File: src/sv/pfx_pkg.sv
package pfx_pkg;

  localparam int CHAR_W   = 8;
  localparam int STATUS_W = 3;
  localparam int RESULT_W = 32;

  localparam logic [CHAR_W-1:0] CH_0     = 8'h30;
  localparam logic [CHAR_W-1:0] CH_9     = 8'h39;
  localparam logic [CHAR_W-1:0] CH_SPACE = 8'h20;
  localparam logic [CHAR_W-1:0] CH_PLUS  = 8'h2B;
  localparam logic [CHAR_W-1:0] CH_MINUS = 8'h2D;
  localparam logic [CHAR_W-1:0] CH_STAR  = 8'h2A;
  localparam logic [CHAR_W-1:0] CH_SLASH = 8'h2F;

  localparam logic [STATUS_W-1:0] ST_OK    = 3'd0;
  localparam logic [STATUS_W-1:0] ST_UNDER = 3'd1;
  localparam logic [STATUS_W-1:0] ST_OVER  = 3'd2;
  localparam logic [STATUS_W-1:0] ST_LEFT  = 3'd3;
  localparam logic [STATUS_W-1:0] ST_DIVZ  = 3'd4;

  localparam logic [1:0] RD_TOP1 = 2'd0;
  localparam logic [1:0] RD_TOP2 = 2'd1;
  localparam logic [1:0] RD_BASE = 2'd2;

  typedef struct packed {
    logic                latch_in;
    logic                acc_digit;
    logic                push;
    logic                push_sel_acc;
    logic                clear_num;
    logic                set_err;
    logic [STATUS_W-1:0] err_code;
    logic                rd_en;
    logic [1:0]          rd_sel;
    logic                latch_b;
    logic                latch_a;
    logic                exec;
    logic                step;
    logic                load_base;
    logic                out_load;
    logic                clear_all;
  } pfx_cmd_t;

  typedef struct packed {
    logic end_expr;
    logic is_digit;
    logic is_space;
    logic is_mul;
    logic is_div;
    logic in_num;
    logic err_set;
    logic cnt_lt2;
    logic cnt_zero;
    logic cnt_one;
    logic b_zero;
    logic out_free;
  } pfx_stat_t;

endpackage

File: src/sv/pfx_in_if.sv
interface pfx_in_if;
  import pfx_pkg::*;

  logic              valid;
  logic              ready;
  logic [CHAR_W-1:0] char_code;
  logic              end_of_expression;

  modport source (output valid, output char_code, output end_of_expression, input ready);
  modport sink (input valid, input char_code, input end_of_expression, output ready);

endinterface

File: src/sv/pfx_out_if.sv
interface pfx_out_if;
  import pfx_pkg::*;

  logic                       valid;
  logic                       ready;
  logic signed [RESULT_W-1:0] result_value;
  logic [STATUS_W-1:0]        status;

  modport source (output valid, output result_value, output status, input ready);
  modport sink (input valid, input result_value, input status, output ready);

endinterface

File: src/sv/postfix_expression_evaluator_top.sv
// A digit or a skipped character is handled in decode; a space or an operator that finds
// fewer than two operands also passes the operand check; an add, subtract or unknown operator
// reads both operands, executes and pushes, and a multiply or divide also iterates in the
// shift-and-add / restoring-divide unit. An end beat may wait for the result register to drain.
// One beat is in work at a time; the next is taken while a result waits to be read.
// Reset (synchronous, active low) empties the stack, clears the error and drops out valid.
module postfix_expression_evaluator_top
  import pfx_pkg::*;
#(
  parameter int STACK_DEPTH = 64,
  parameter int DATA_WIDTH  = 32
) (
  input logic      clk,
  input logic      rst_n,
  pfx_in_if.sink   in_chan,
  pfx_out_if.source out_chan
);

  pfx_cmd_t  cmd;
  pfx_stat_t stat;
  logic      in_ready;

  assign in_chan.ready = in_ready;

  pfx_ctrl #(
    .DATA_WIDTH (DATA_WIDTH)
  ) u_ctrl (
    .clk      (clk),
    .rst_n    (rst_n),
    .in_valid (in_chan.valid),
    .in_ready (in_ready),
    .stat     (stat),
    .cmd      (cmd)
  );

  pfx_dpath #(
    .STACK_DEPTH (STACK_DEPTH),
    .DATA_WIDTH  (DATA_WIDTH)
  ) u_dpath (
    .clk              (clk),
    .rst_n            (rst_n),
    .in_char          (in_chan.char_code),
    .in_end           (in_chan.end_of_expression),
    .cmd              (cmd),
    .stat             (stat),
    .out_ready        (out_chan.ready),
    .out_valid        (out_chan.valid),
    .out_result_value (out_chan.result_value),
    .out_status       (out_chan.status)
  );

endmodule

File: src/sv/pfx_ram.sv
module pfx_ram #(
  parameter int WIDTH = 32,
  parameter int DEPTH = 64
) (
  input  logic                     clk,
  input  logic                     we,
  input  logic [$clog2(DEPTH)-1:0] waddr,
  input  logic [WIDTH-1:0]         wdata,
  input  logic                     re,
  input  logic [$clog2(DEPTH)-1:0] raddr,
  output logic [WIDTH-1:0]         rdata
);

  logic [WIDTH-1:0] mem [DEPTH];

  always_ff @(posedge clk) begin
    if (we) begin
      mem[waddr] <= wdata;
    end
    if (re) begin
      rdata <= mem[raddr];
    end
  end

endmodule

File: src/sv/pfx_dpath.sv
module pfx_dpath
  import pfx_pkg::*;
#(
  parameter int STACK_DEPTH = 64,
  parameter int DATA_WIDTH  = 32
) (
  input  logic                       clk,
  input  logic                       rst_n,
  input  logic [CHAR_W-1:0]          in_char,
  input  logic                       in_end,
  input  pfx_cmd_t                   cmd,
  output pfx_stat_t                  stat,
  input  logic                       out_ready,
  output logic                       out_valid,
  output logic signed [RESULT_W-1:0] out_result_value,
  output logic [STATUS_W-1:0]        out_status
);

  localparam int AW = $clog2(STACK_DEPTH);
  localparam int CW = $clog2(STACK_DEPTH + 1);
  localparam int W  = DATA_WIDTH;

  logic [CHAR_W-1:0]   ch_r;
  logic                end_r;
  logic [CW-1:0]       count_r;
  logic [W-1:0]        accum_r;
  logic                in_num_r;
  logic [STATUS_W-1:0] err_r;
  logic [W-1:0]        a_r;
  logic [W-1:0]        b_r;
  logic [W-1:0]        p_r;
  logic                neg_r;
  logic                out_valid_r;
  logic [RESULT_W-1:0] out_value_r;
  logic [STATUS_W-1:0] out_status_r;

  logic                full;
  logic                is_mul;
  logic                is_div;
  logic [CW-1:0]       top1;
  logic [CW-1:0]       top2;
  logic [AW-1:0]       raddr;
  logic [W-1:0]        rdata;
  logic                we;
  logic [W-1:0]        wdata;
  logic [W-1:0]        res_val;
  logic [W:0]          rem_sh;
  logic [W:0]          rem_diff;
  logic [RESULT_W-1:0] p_wide;

  assign full   = (count_r == CW'(STACK_DEPTH));
  assign is_mul = (ch_r == CH_STAR);
  assign is_div = (ch_r == CH_SLASH);
  assign top1   = count_r - CW'(1);
  assign top2   = count_r - CW'(2);

  always_comb begin
    case (cmd.rd_sel)
      RD_TOP1: raddr = top1[AW-1:0];
      RD_TOP2: raddr = top2[AW-1:0];
      RD_BASE: raddr = '0;
      default: raddr = '0;
    endcase
  end

  assign res_val = is_div ? (neg_r ? (W'(0) - a_r) : a_r) : p_r;
  assign we      = cmd.push && !full;
  assign wdata   = cmd.push_sel_acc ? accum_r : res_val;

  assign rem_sh   = {p_r, a_r[W-1]};
  assign rem_diff = rem_sh - {1'b0, b_r};

  pfx_ram #(
    .WIDTH (W),
    .DEPTH (STACK_DEPTH)
  ) u_stack (
    .clk   (clk),
    .we    (we),
    .waddr (count_r[AW-1:0]),
    .wdata (wdata),
    .re    (cmd.rd_en),
    .raddr (raddr),
    .rdata (rdata)
  );

  generate
    if (DATA_WIDTH >= RESULT_W) begin : g_trunc
      assign p_wide = p_r[RESULT_W-1:0];
    end else begin : g_ext
      assign p_wide = {{(RESULT_W - DATA_WIDTH){1'b0}}, p_r};
    end
  endgenerate

  always_ff @(posedge clk) begin
    if (cmd.latch_in) begin
      ch_r  <= in_char;
      end_r <= in_end;
    end
  end

  always_ff @(posedge clk) begin
    if (!rst_n) begin
      count_r  <= '0;
      accum_r  <= '0;
      in_num_r <= 1'b0;
      err_r    <= ST_OK;
    end else if (cmd.clear_all) begin
      count_r  <= '0;
      accum_r  <= '0;
      in_num_r <= 1'b0;
      err_r    <= ST_OK;
    end else begin
      if (cmd.acc_digit) begin
        accum_r  <= (accum_r << 3) + (accum_r << 1) + W'(ch_r[3:0]);
        in_num_r <= 1'b1;
      end
      if (cmd.clear_num) begin
        accum_r  <= '0;
        in_num_r <= 1'b0;
      end
      if (cmd.push && full && err_r == ST_OK) begin
        err_r <= ST_OVER;
      end
      if (cmd.set_err && err_r == ST_OK) begin
        err_r <= cmd.err_code;
      end
      if (we) begin
        count_r <= count_r + CW'(1);
      end
      if (cmd.latch_a) begin
        count_r <= top2;
      end
    end
  end

  always_ff @(posedge clk) begin
    if (cmd.latch_b) begin
      b_r <= rdata;
    end
    if (cmd.latch_a) begin
      a_r <= rdata;
    end
    if (cmd.load_base) begin
      p_r <= rdata;
    end
    if (cmd.exec) begin
      case (ch_r)
        CH_PLUS:  p_r <= a_r + b_r;
        CH_MINUS: p_r <= a_r - b_r;
        CH_STAR:  p_r <= '0;
        CH_SLASH: begin
          p_r   <= '0;
          neg_r <= a_r[W-1] ^ b_r[W-1];
          a_r   <= a_r[W-1] ? (W'(0) - a_r) : a_r;
          b_r   <= b_r[W-1] ? (W'(0) - b_r) : b_r;
        end
        default:  p_r <= '0;
      endcase
    end
    if (cmd.step) begin
      if (is_mul) begin
        if (b_r[0]) begin
          p_r <= p_r + a_r;
        end
        a_r <= a_r << 1;
        b_r <= b_r >> 1;
      end else if (!rem_diff[W]) begin
        p_r <= rem_diff[W-1:0];
        a_r <= {a_r[W-2:0], 1'b1};
      end else begin
        p_r <= rem_sh[W-1:0];
        a_r <= {a_r[W-2:0], 1'b0};
      end
    end
  end

  always_ff @(posedge clk) begin
    if (!rst_n) begin
      out_valid_r <= 1'b0;
    end else if (cmd.out_load) begin
      out_valid_r <= 1'b1;
    end else if (out_ready) begin
      out_valid_r <= 1'b0;
    end
  end

  always_ff @(posedge clk) begin
    if (cmd.out_load) begin
      out_value_r  <= (err_r == ST_OK) ? p_wide : '0;
      out_status_r <= err_r;
    end
  end

  assign out_valid        = out_valid_r;
  assign out_result_value = $signed(out_value_r);
  assign out_status       = out_status_r;

  assign stat.end_expr = end_r;
  assign stat.is_digit = (ch_r >= CH_0) && (ch_r <= CH_9);
  assign stat.is_space = (ch_r == CH_SPACE);
  assign stat.is_mul   = is_mul;
  assign stat.is_div   = is_div;
  assign stat.in_num   = in_num_r;
  assign stat.err_set  = (err_r != ST_OK);
  assign stat.cnt_lt2  = (count_r < CW'(2));
  assign stat.cnt_zero = (count_r == '0);
  assign stat.cnt_one  = (count_r == CW'(1));
  assign stat.b_zero   = (b_r == '0);
  assign stat.out_free = !out_valid_r || out_ready;

endmodule

File: src/sv/pfx_ctrl.sv
module pfx_ctrl
  import pfx_pkg::*;
#(
  parameter int DATA_WIDTH = 32
) (
  input  logic      clk,
  input  logic      rst_n,
  input  logic      in_valid,
  output logic      in_ready,
  input  pfx_stat_t stat,
  output pfx_cmd_t  cmd
);

  localparam int IW = $clog2(DATA_WIDTH);

  localparam logic [3:0] S_IDLE   = 4'd0;
  localparam logic [3:0] S_DECODE = 4'd1;
  localparam logic [3:0] S_CLOSE  = 4'd2;
  localparam logic [3:0] S_OPCHK  = 4'd3;
  localparam logic [3:0] S_RDB    = 4'd4;
  localparam logic [3:0] S_RDA    = 4'd5;
  localparam logic [3:0] S_EXEC   = 4'd6;
  localparam logic [3:0] S_ITER   = 4'd7;
  localparam logic [3:0] S_PUSH   = 4'd8;
  localparam logic [3:0] S_ENDCHK = 4'd9;
  localparam logic [3:0] S_RD0    = 4'd10;
  localparam logic [3:0] S_FINISH = 4'd11;

  logic [3:0]    state_r;
  logic [3:0]    state_nxt;
  logic [IW-1:0] iter_r;
  logic [IW-1:0] iter_nxt;

  always_ff @(posedge clk) begin
    if (!rst_n) begin
      state_r <= S_IDLE;
      iter_r  <= '0;
    end else begin
      state_r <= state_nxt;
      iter_r  <= iter_nxt;
    end
  end

  assign in_ready = (state_r == S_IDLE);

  always_comb begin
    state_nxt = state_r;
    iter_nxt  = iter_r;
    cmd       = '0;
    case (state_r)
      S_IDLE: begin
        if (in_valid) begin
          cmd.latch_in = 1'b1;
          state_nxt    = S_DECODE;
        end
      end
      S_DECODE: begin
        if (stat.end_expr) begin
          if (stat.err_set) begin
            state_nxt = S_FINISH;
          end else if (stat.in_num) begin
            state_nxt = S_CLOSE;
          end else begin
            state_nxt = S_ENDCHK;
          end
        end else if (stat.err_set) begin
          state_nxt = S_IDLE;
        end else if (stat.is_digit) begin
          cmd.acc_digit = 1'b1;
          state_nxt     = S_IDLE;
        end else if (stat.in_num) begin
          state_nxt = S_CLOSE;
        end else begin
          state_nxt = S_OPCHK;
        end
      end
      S_CLOSE: begin
        cmd.push         = 1'b1;
        cmd.push_sel_acc = 1'b1;
        cmd.clear_num    = 1'b1;
        state_nxt        = stat.end_expr ? S_ENDCHK : S_OPCHK;
      end
      S_OPCHK: begin
        if (stat.err_set || stat.is_space) begin
          state_nxt = S_IDLE;
        end else if (stat.cnt_lt2) begin
          cmd.set_err  = 1'b1;
          cmd.err_code = ST_UNDER;
          state_nxt    = S_IDLE;
        end else begin
          cmd.rd_en  = 1'b1;
          cmd.rd_sel = RD_TOP1;
          state_nxt  = S_RDB;
        end
      end
      S_RDB: begin
        cmd.latch_b = 1'b1;
        cmd.rd_en   = 1'b1;
        cmd.rd_sel  = RD_TOP2;
        state_nxt   = S_RDA;
      end
      S_RDA: begin
        cmd.latch_a = 1'b1;
        state_nxt   = S_EXEC;
      end
      S_EXEC: begin
        if (stat.is_div && stat.b_zero) begin
          cmd.set_err  = 1'b1;
          cmd.err_code = ST_DIVZ;
          state_nxt    = S_IDLE;
        end else begin
          cmd.exec  = 1'b1;
          iter_nxt  = '0;
          state_nxt = (stat.is_mul || stat.is_div) ? S_ITER : S_PUSH;
        end
      end
      S_ITER: begin
        cmd.step = 1'b1;
        if (iter_r == IW'(DATA_WIDTH - 1)) begin
          state_nxt = S_PUSH;
        end else begin
          iter_nxt = iter_r + IW'(1);
        end
      end
      S_PUSH: begin
        cmd.push  = 1'b1;
        state_nxt = S_IDLE;
      end
      S_ENDCHK: begin
        if (stat.err_set) begin
          state_nxt = S_FINISH;
        end else if (stat.cnt_zero) begin
          cmd.set_err  = 1'b1;
          cmd.err_code = ST_UNDER;
          state_nxt    = S_FINISH;
        end else if (!stat.cnt_one) begin
          cmd.set_err  = 1'b1;
          cmd.err_code = ST_LEFT;
          state_nxt    = S_FINISH;
        end else begin
          cmd.rd_en  = 1'b1;
          cmd.rd_sel = RD_BASE;
          state_nxt  = S_RD0;
        end
      end
      S_RD0: begin
        cmd.load_base = 1'b1;
        state_nxt     = S_FINISH;
      end
      S_FINISH: begin
        if (stat.out_free) begin
          cmd.out_load  = 1'b1;
          cmd.clear_all = 1'b1;
          state_nxt     = S_IDLE;
        end
      end
      default: begin
        state_nxt = S_IDLE;
      end
    endcase
  end

endmodule

File: src/flat_wrapper.sv
// flat-port wrapper written by rule: the top's interface ports become plain ports
module postfix_expression_evaluator_top_flat import pfx_pkg::*;
#(
  parameter int STACK_DEPTH = 64,
  parameter int DATA_WIDTH  = 32
)
  (clk, rst_n, in_chan_valid, in_chan_char_code, in_chan_end_of_expression, in_chan_ready, out_chan_valid, out_chan_result_value, out_chan_status, out_chan_ready);
  pfx_in_if in_chan_i ();
  pfx_out_if out_chan_i ();
  input logic clk;
  input logic rst_n;
  input wire logic [$bits(in_chan_i.valid)-1:0] in_chan_valid;
  input wire logic [$bits(in_chan_i.char_code)-1:0] in_chan_char_code;
  input wire logic [$bits(in_chan_i.end_of_expression)-1:0] in_chan_end_of_expression;
  output wire logic [$bits(in_chan_i.ready)-1:0] in_chan_ready;
  output wire logic [$bits(out_chan_i.valid)-1:0] out_chan_valid;
  output wire logic [$bits(out_chan_i.result_value)-1:0] out_chan_result_value;
  output wire logic [$bits(out_chan_i.status)-1:0] out_chan_status;
  input wire logic [$bits(out_chan_i.ready)-1:0] out_chan_ready;
  assign in_chan_i.valid = in_chan_valid;
  assign in_chan_i.char_code = in_chan_char_code;
  assign in_chan_i.end_of_expression = in_chan_end_of_expression;
  assign in_chan_ready = in_chan_i.ready;
  assign out_chan_valid = out_chan_i.valid;
  assign out_chan_result_value = out_chan_i.result_value;
  assign out_chan_status = out_chan_i.status;
  assign out_chan_i.ready = out_chan_ready;
  postfix_expression_evaluator_top #(.STACK_DEPTH(STACK_DEPTH), .DATA_WIDTH(DATA_WIDTH)) u_core (.clk(clk), .rst_n(rst_n), .in_chan(in_chan_i), .out_chan(out_chan_i));
endmodule
File: config.mk
export PLATFORM = sky130hd
export DESIGN_NAME = postfix_expression_evaluator_top_flat
export DESIGN_NICKNAME = d
export VERILOG_FILES = /design/src/sv/pfx_pkg.sv /design/src/sv/pfx_in_if.sv /design/src/sv/pfx_out_if.sv /design/src/sv/postfix_expression_evaluator_top.sv /design/src/sv/pfx_ram.sv /design/src/sv/pfx_dpath.sv /design/src/sv/pfx_ctrl.sv /design/src/flat_wrapper.sv
export SDC_FILE = /design/constraint.sdc
export NUM_CORES = 2
export LEC_CHECK = 0
export BUFFER_PORTS_ARGS = -buffer_cell sky130_fd_sc_hd__buf_2
export CAP_MARGIN = 20
export CORE_ASPECT_RATIO = 0.5
export CORE_MARGIN = 2
export CORE_UTILIZATION = 50
export DETAILED_ROUTE_END_ITERATION = 10
export PLACE_DENSITY = 0.68
export SYNTH_ARGS = -nofsm -noshare
export SYNTH_HDL_FRONTEND = slang
export SYNTH_SLANG_ARGS = --single-unit
File: constraint.sdc
create_clock -name clk -period 15.54 [get_ports clk]
set_input_delay 0.777 -clock clk [delete_from_list [all_inputs] [get_ports clk]]
set_output_delay 0.777 -clock clk [all_outputs]
set_load 0.05 [all_outputs]
==> Flow_metrics.wiki <==
{| class="wikitable"
! Metric !! Value
|-
| Result of the run || finished clean
|-
| Cell-internal power || 10.8 mW
|-
| Number of antenna violations at the first check in global routing || 16
|-
| Rows || 116
|-
| Tot GR Track Use || 29.3%
|-
| Iteration-0 DRC Markers || 10,897
|-
| Worst-path clk slew || 0.07 ns
|-
| Max Clock Skew || 0.0791 ns
|-
| Pin count of the biggest net entering global routing || 162
|-
| Post-place setup slack || 8.95 ns
|-
| Library cell used as clock root buffer || sky130_fd_sc_hd__clkbuf_16
|-
| Overall power after layout || 15.5 mW
|-
| Die Outline Area || 205,000 um2
|-
| Count of unique library cells instantiated by Yosys || 82
|-
| Number of enable flip-flop cells after synthesis || 2,156
|-
| Proportion of synthesized flip-flops having asynchronous set or reset || 0%
|-
| Combined area of the multi-input logic cells || 32,000 um2
|-
| Leakage power || 38.8 nW
|-
| Remaining Overflow, GRT || 0
|-
| Growth of design area from synthesis to finish || 10.3%
|-
| Data required time at the worst endpoint || 16.09 ns
|-
| GP Congestion || 0.923
|-
| Clock net sink count || 2,274
|-
| Maximum fanout count along the critical path || 161
|-
| Clock insertion delay at the later pin of the skew report || 0.87 ns
|-
| Instance area at placement || 105,000 um2
|-
| Number of global-route vias before repair || 66,903
|-
| Half-perimeter wire length after placement || 169,000 um
|-
| Final antenna-violating net count || 0
|-
| Htree depth || 4
|-
| Layout Nets || 8,382
|-
| DRC || 0
|-
| Fraction of the cycle the final worst path needs || 44.1%
|-
| Cells along the critical path || nor4b_2, buf_4, a211o_4, nand2_4, buf_12, buf_4, buf_4, a211oi_1, a311oi_1, a311oi_1, a211oi_1, a211oi_1, a21oi_1
|-
| Critical path endpoint category || flip-flop
|-
| Largest vdd supply drop || 90.9 uV
|-
| Setup repair after global routing missed its margin || no
|-
| Post-layout worst setup margin || 8.69 ns
|-
| Sw power || 4.75 mW
|-
| Seq/Total Area, Yosys || 66.6%
|-
| Number of placed cells counting well taps || 10,645
|-
| Avg Synthesized Cell Area || 12.0 um2
|-
| Die width || 639 um
|-
| DRT Pass-1 Iters || 8
|-
| Fmax || 146 MHz
|-
| Utilization after layout || 55.5%
|-
| Wire length per cell || 28.0 um
|-
| Cell family with most CP delay || compound AO/OA/AOI/OAI gates
|-
| Buffering stage count on the worst path with inverters included || 4
|-
| Inserted Clock Buffers || 206
|-
| Number of gates resized after CTS || 0
|-
| Power share of the combinational group || 21.3%
|-
| Total area of sequential cells || 67,100 um2
|-
| Wire length reported by the detailed router || 309,000 um
|-
| Maximum number of buffers from clock root to sink || 4
|-
| Fin Setup TNS || 0 ns
|-
| Transition time at the pin with the least slew margin || 1.28 ns
|-
| Proportion of power drawn by the clock network || 33.0%
|-
| Hold bufs inserted after CTS || 0
|-
| Type of the worst setup path || reg2reg
|-
| TritonCTS clock tree || done
|-
| Synth Instances || 8,368
|-
| Count of pins on the block boundary || 50
|-
| Number of port buffers || 49
|-
| Worst min path class || in2reg
|-
| Pwr/cell area || 139 nW/um2
|-
| Slowest stage cell, crit path || sky130_fd_sc_hd__a211oi_1
|-
| Number of buffers added for setup after CTS || 0
|-
| Number of pins exceeding their max-slew limit in the final report || 0
|-
| Final-report hold violation count || 0
|-
| Number of standard cells in the layout, taps in and fillers out || 11,024
|-
| Setup violations, final || 0
|-
| Number of warnings printed during yosys synthesis || 0
|-
| Post-synth top flop || sky130_fd_sc_hd__edfxtp_1
|-
| Fill cell instance count of the final layout || 16,112
|-
| Number of max-cap violations || 0
|-
| Post-route cell area || 111,000 um2
|-
| Sequential group share of total power || 45.6%
|-
| Delay of the slowest critical-path stage || 1.08 ns
|-
| Final hold slack || 0.0882 ns
|-
| Total number of vias || 71,926
|-
| Nets in the synthesized netlist || 8,552
|-
| CP Launch Type || flip-flop
|-
| Post-layout min period || 6.85 ns
|-
| Die outline height || 321 um
|-
| Effective utilization at floorplan || 50.3%
|-
| Area of the core || 200,000 um2
|-
| Post-synthesis cell area || 101,000 um2
|-
| Share of cells above drive strength 1 || 8.26%
|-
| Number of synthesized register bits || 2,274
|-
| Headroom to the max-slew limit || 14.0%
|-
| Worst path arrival time || 7.39 ns
|-
| Sw frac || 30.6%
|-
| First-pass GRT wire length || 446,000 um
|-
| Ratio of routed vias to standard cells || 6.52
|}
==> power by group through the flow <==
stage               registers (mW)  clock network [mW]  logic [mW]
floorplan                     7.21                   0        2.00
global placement              7.20                   0        3.16
detailed placement            7.20                   0        3.22
CTS                           7.07                5.14        3.24
global route                  7.07                5.39        3.52
finish                        7.07                5.12        3.31
==> layout by cell type, fill, tap and decap left out, drive strengths merged, types with 228 or more instances in the layout <==
| master | n |
|---|---|
| edfxtp | 2156 |
| nand2 | 1842 |
| nand3 | 510 |
| a211oi | 426 |
| a21oi | 414 |
| a311oi | 360 |
| and3 | 307 |
| clkbuf | 249 |
| buf | 238 |
| nor2 | 228 |
==> routing by layer <==
layer,share of wire (%),GRT usage (%),vias up
met5,0.012,0,-
met4,4.2,11.4,6
met3,12,6.20,605
met2,44,44.5,4444
met1,40,41.5,35571
li1,-,-,31300
==> area by class of cell <==
type,count,area share (%)
repair buffers,238,1.64
clock inverters,124,1.07
inverters,69,0.233
well taps,2655,2.99
multi-input cells,5409,28.8
diodes,6,0.0135
clock buffers,249,4.86
flip-flops and latches,2274,60.4
==> cell usage after synthesis (30+ instances only) <==
master | n | area (um2)
sky130_fd_sc_hd__o221ai_1 | 33 | 289
sky130_fd_sc_hd__xor2_1 | 84 | 736
sky130_fd_sc_hd__a211oi_1 | 426 | 3200
sky130_fd_sc_hd__nand2_1 | 1841 | 6910
sky130_fd_sc_hd__o21ai_0 | 193 | 966
sky130_fd_sc_hd__ha_1 | 166 | 2080
sky130_fd_sc_hd__inv_1 | 68 | 255
sky130_fd_sc_hd__clkbuf_1 | 537 | 2020
sky130_fd_sc_hd__o21a_1 | 36 | 270
sky130_fd_sc_hd__xnor2_1 | 106 | 928
sky130_fd_sc_hd__a31oi_1 | 181 | 1130
sky130_fd_sc_hd__a21oi_1 | 414 | 2070
sky130_fd_sc_hd__dfxtp_1 | 118 | 2360
sky130_fd_sc_hd__nor2_1 | 228 | 856
sky130_fd_sc_hd__nand3_1 | 510 | 2550
sky130_fd_sc_hd__a311oi_1 | 360 | 3150
sky130_fd_sc_hd__nand2b_1 | 31 | 194
sky130_fd_sc_hd__a21o_1 | 52 | 390
sky130_fd_sc_hd__mux2i_1 | 56 | 561
sky130_fd_sc_hd__nor2b_1 | 30 | 188
sky130_fd_sc_hd__and3_1 | 307 | 1920
sky130_fd_sc_hd__edfxtp_1 | 2156 | 64700
sky130_fd_sc_hd__nor3_1 | 44 | 220
sky130_fd_sc_hd__and2_1 | 45 | 282
sky130_fd_sc_hd__buf_1 | 51 | 191
==> flip-flops by register name, indices dropped and copies added (netlist names), 4 cells and up <==
| register | flops |
|---|---|
| u_core.u_ctrl.iter_r | 5 |
| u_core.u_dpath.b_r | 32 |
| u_core.u_dpath.count_r | 7 |
| u_core.u_dpath.a_r | 32 |
| u_core.u_ctrl.state_r | 4 |
| u_core.u_dpath.p_r | 32 |
| u_core.u_dpath.ch_r | 8 |
| u_core.u_dpath.u_stack.rdata | 32 |
| u_core.u_dpath.u_stack.mem | 2048 |
| u_core.u_dpath.accum_r | 32 |
| u_core.u_dpath.out_result_value | 32 |
==> worst paths after layout <==
| path | from | endpoint | slack, ns | cells after the start |
|---|---|---|---|---|
| max | u_core.u_ctrl.state_r[2] | u_core.u_dpath.u_stack.rdata[19] | 8.69 | 13 |
| min | in_chan_char_code[5] | u_core.u_dpath.ch_r[5] | 0.09 | 1 |
| max reg2reg | u_core.u_ctrl.state_r[2] | u_core.u_dpath.u_stack.rdata[19] | 8.69 | 13 |
| min reg2reg | u_core.u_dpath.accum_r[1] | u_core.u_dpath.accum_r[1] | 0.51 | 2 |
==> worst reg2reg max path, cell delays in order, from the launching register on <==
cell                       delay [ns]
sky130_fd_sc_hd__dfxtp_1         0.62
sky130_fd_sc_hd__nor4b_2         0.79
sky130_fd_sc_hd__buf_4           0.33
sky130_fd_sc_hd__a211o_4         0.55
sky130_fd_sc_hd__nand2_4         0.52
sky130_fd_sc_hd__buf_12          0.43
sky130_fd_sc_hd__buf_4           0.64
sky130_fd_sc_hd__buf_4           0.49
sky130_fd_sc_hd__a211oi_1        0.32
sky130_fd_sc_hd__a311oi_1        0.10
sky130_fd_sc_hd__a311oi_1        0.45
sky130_fd_sc_hd__a211oi_1        0.13
sky130_fd_sc_hd__a211oi_1        1.08
sky130_fd_sc_hd__a21oi_1         0.08
==> logic make-up after synthesis <==
logic type / share of synthesized area (%)
AND/OR/NAND/NOR: 13.9
flip-flops: 66.6
AO/OA/AOI/OAI: 12.5
buffers and inverters: 2.60
XOR/XNOR: 1.67
adder cells (fa/ha/maj): 2.16
multiplexers: 0.590
(Power assumes the default switching activity.)
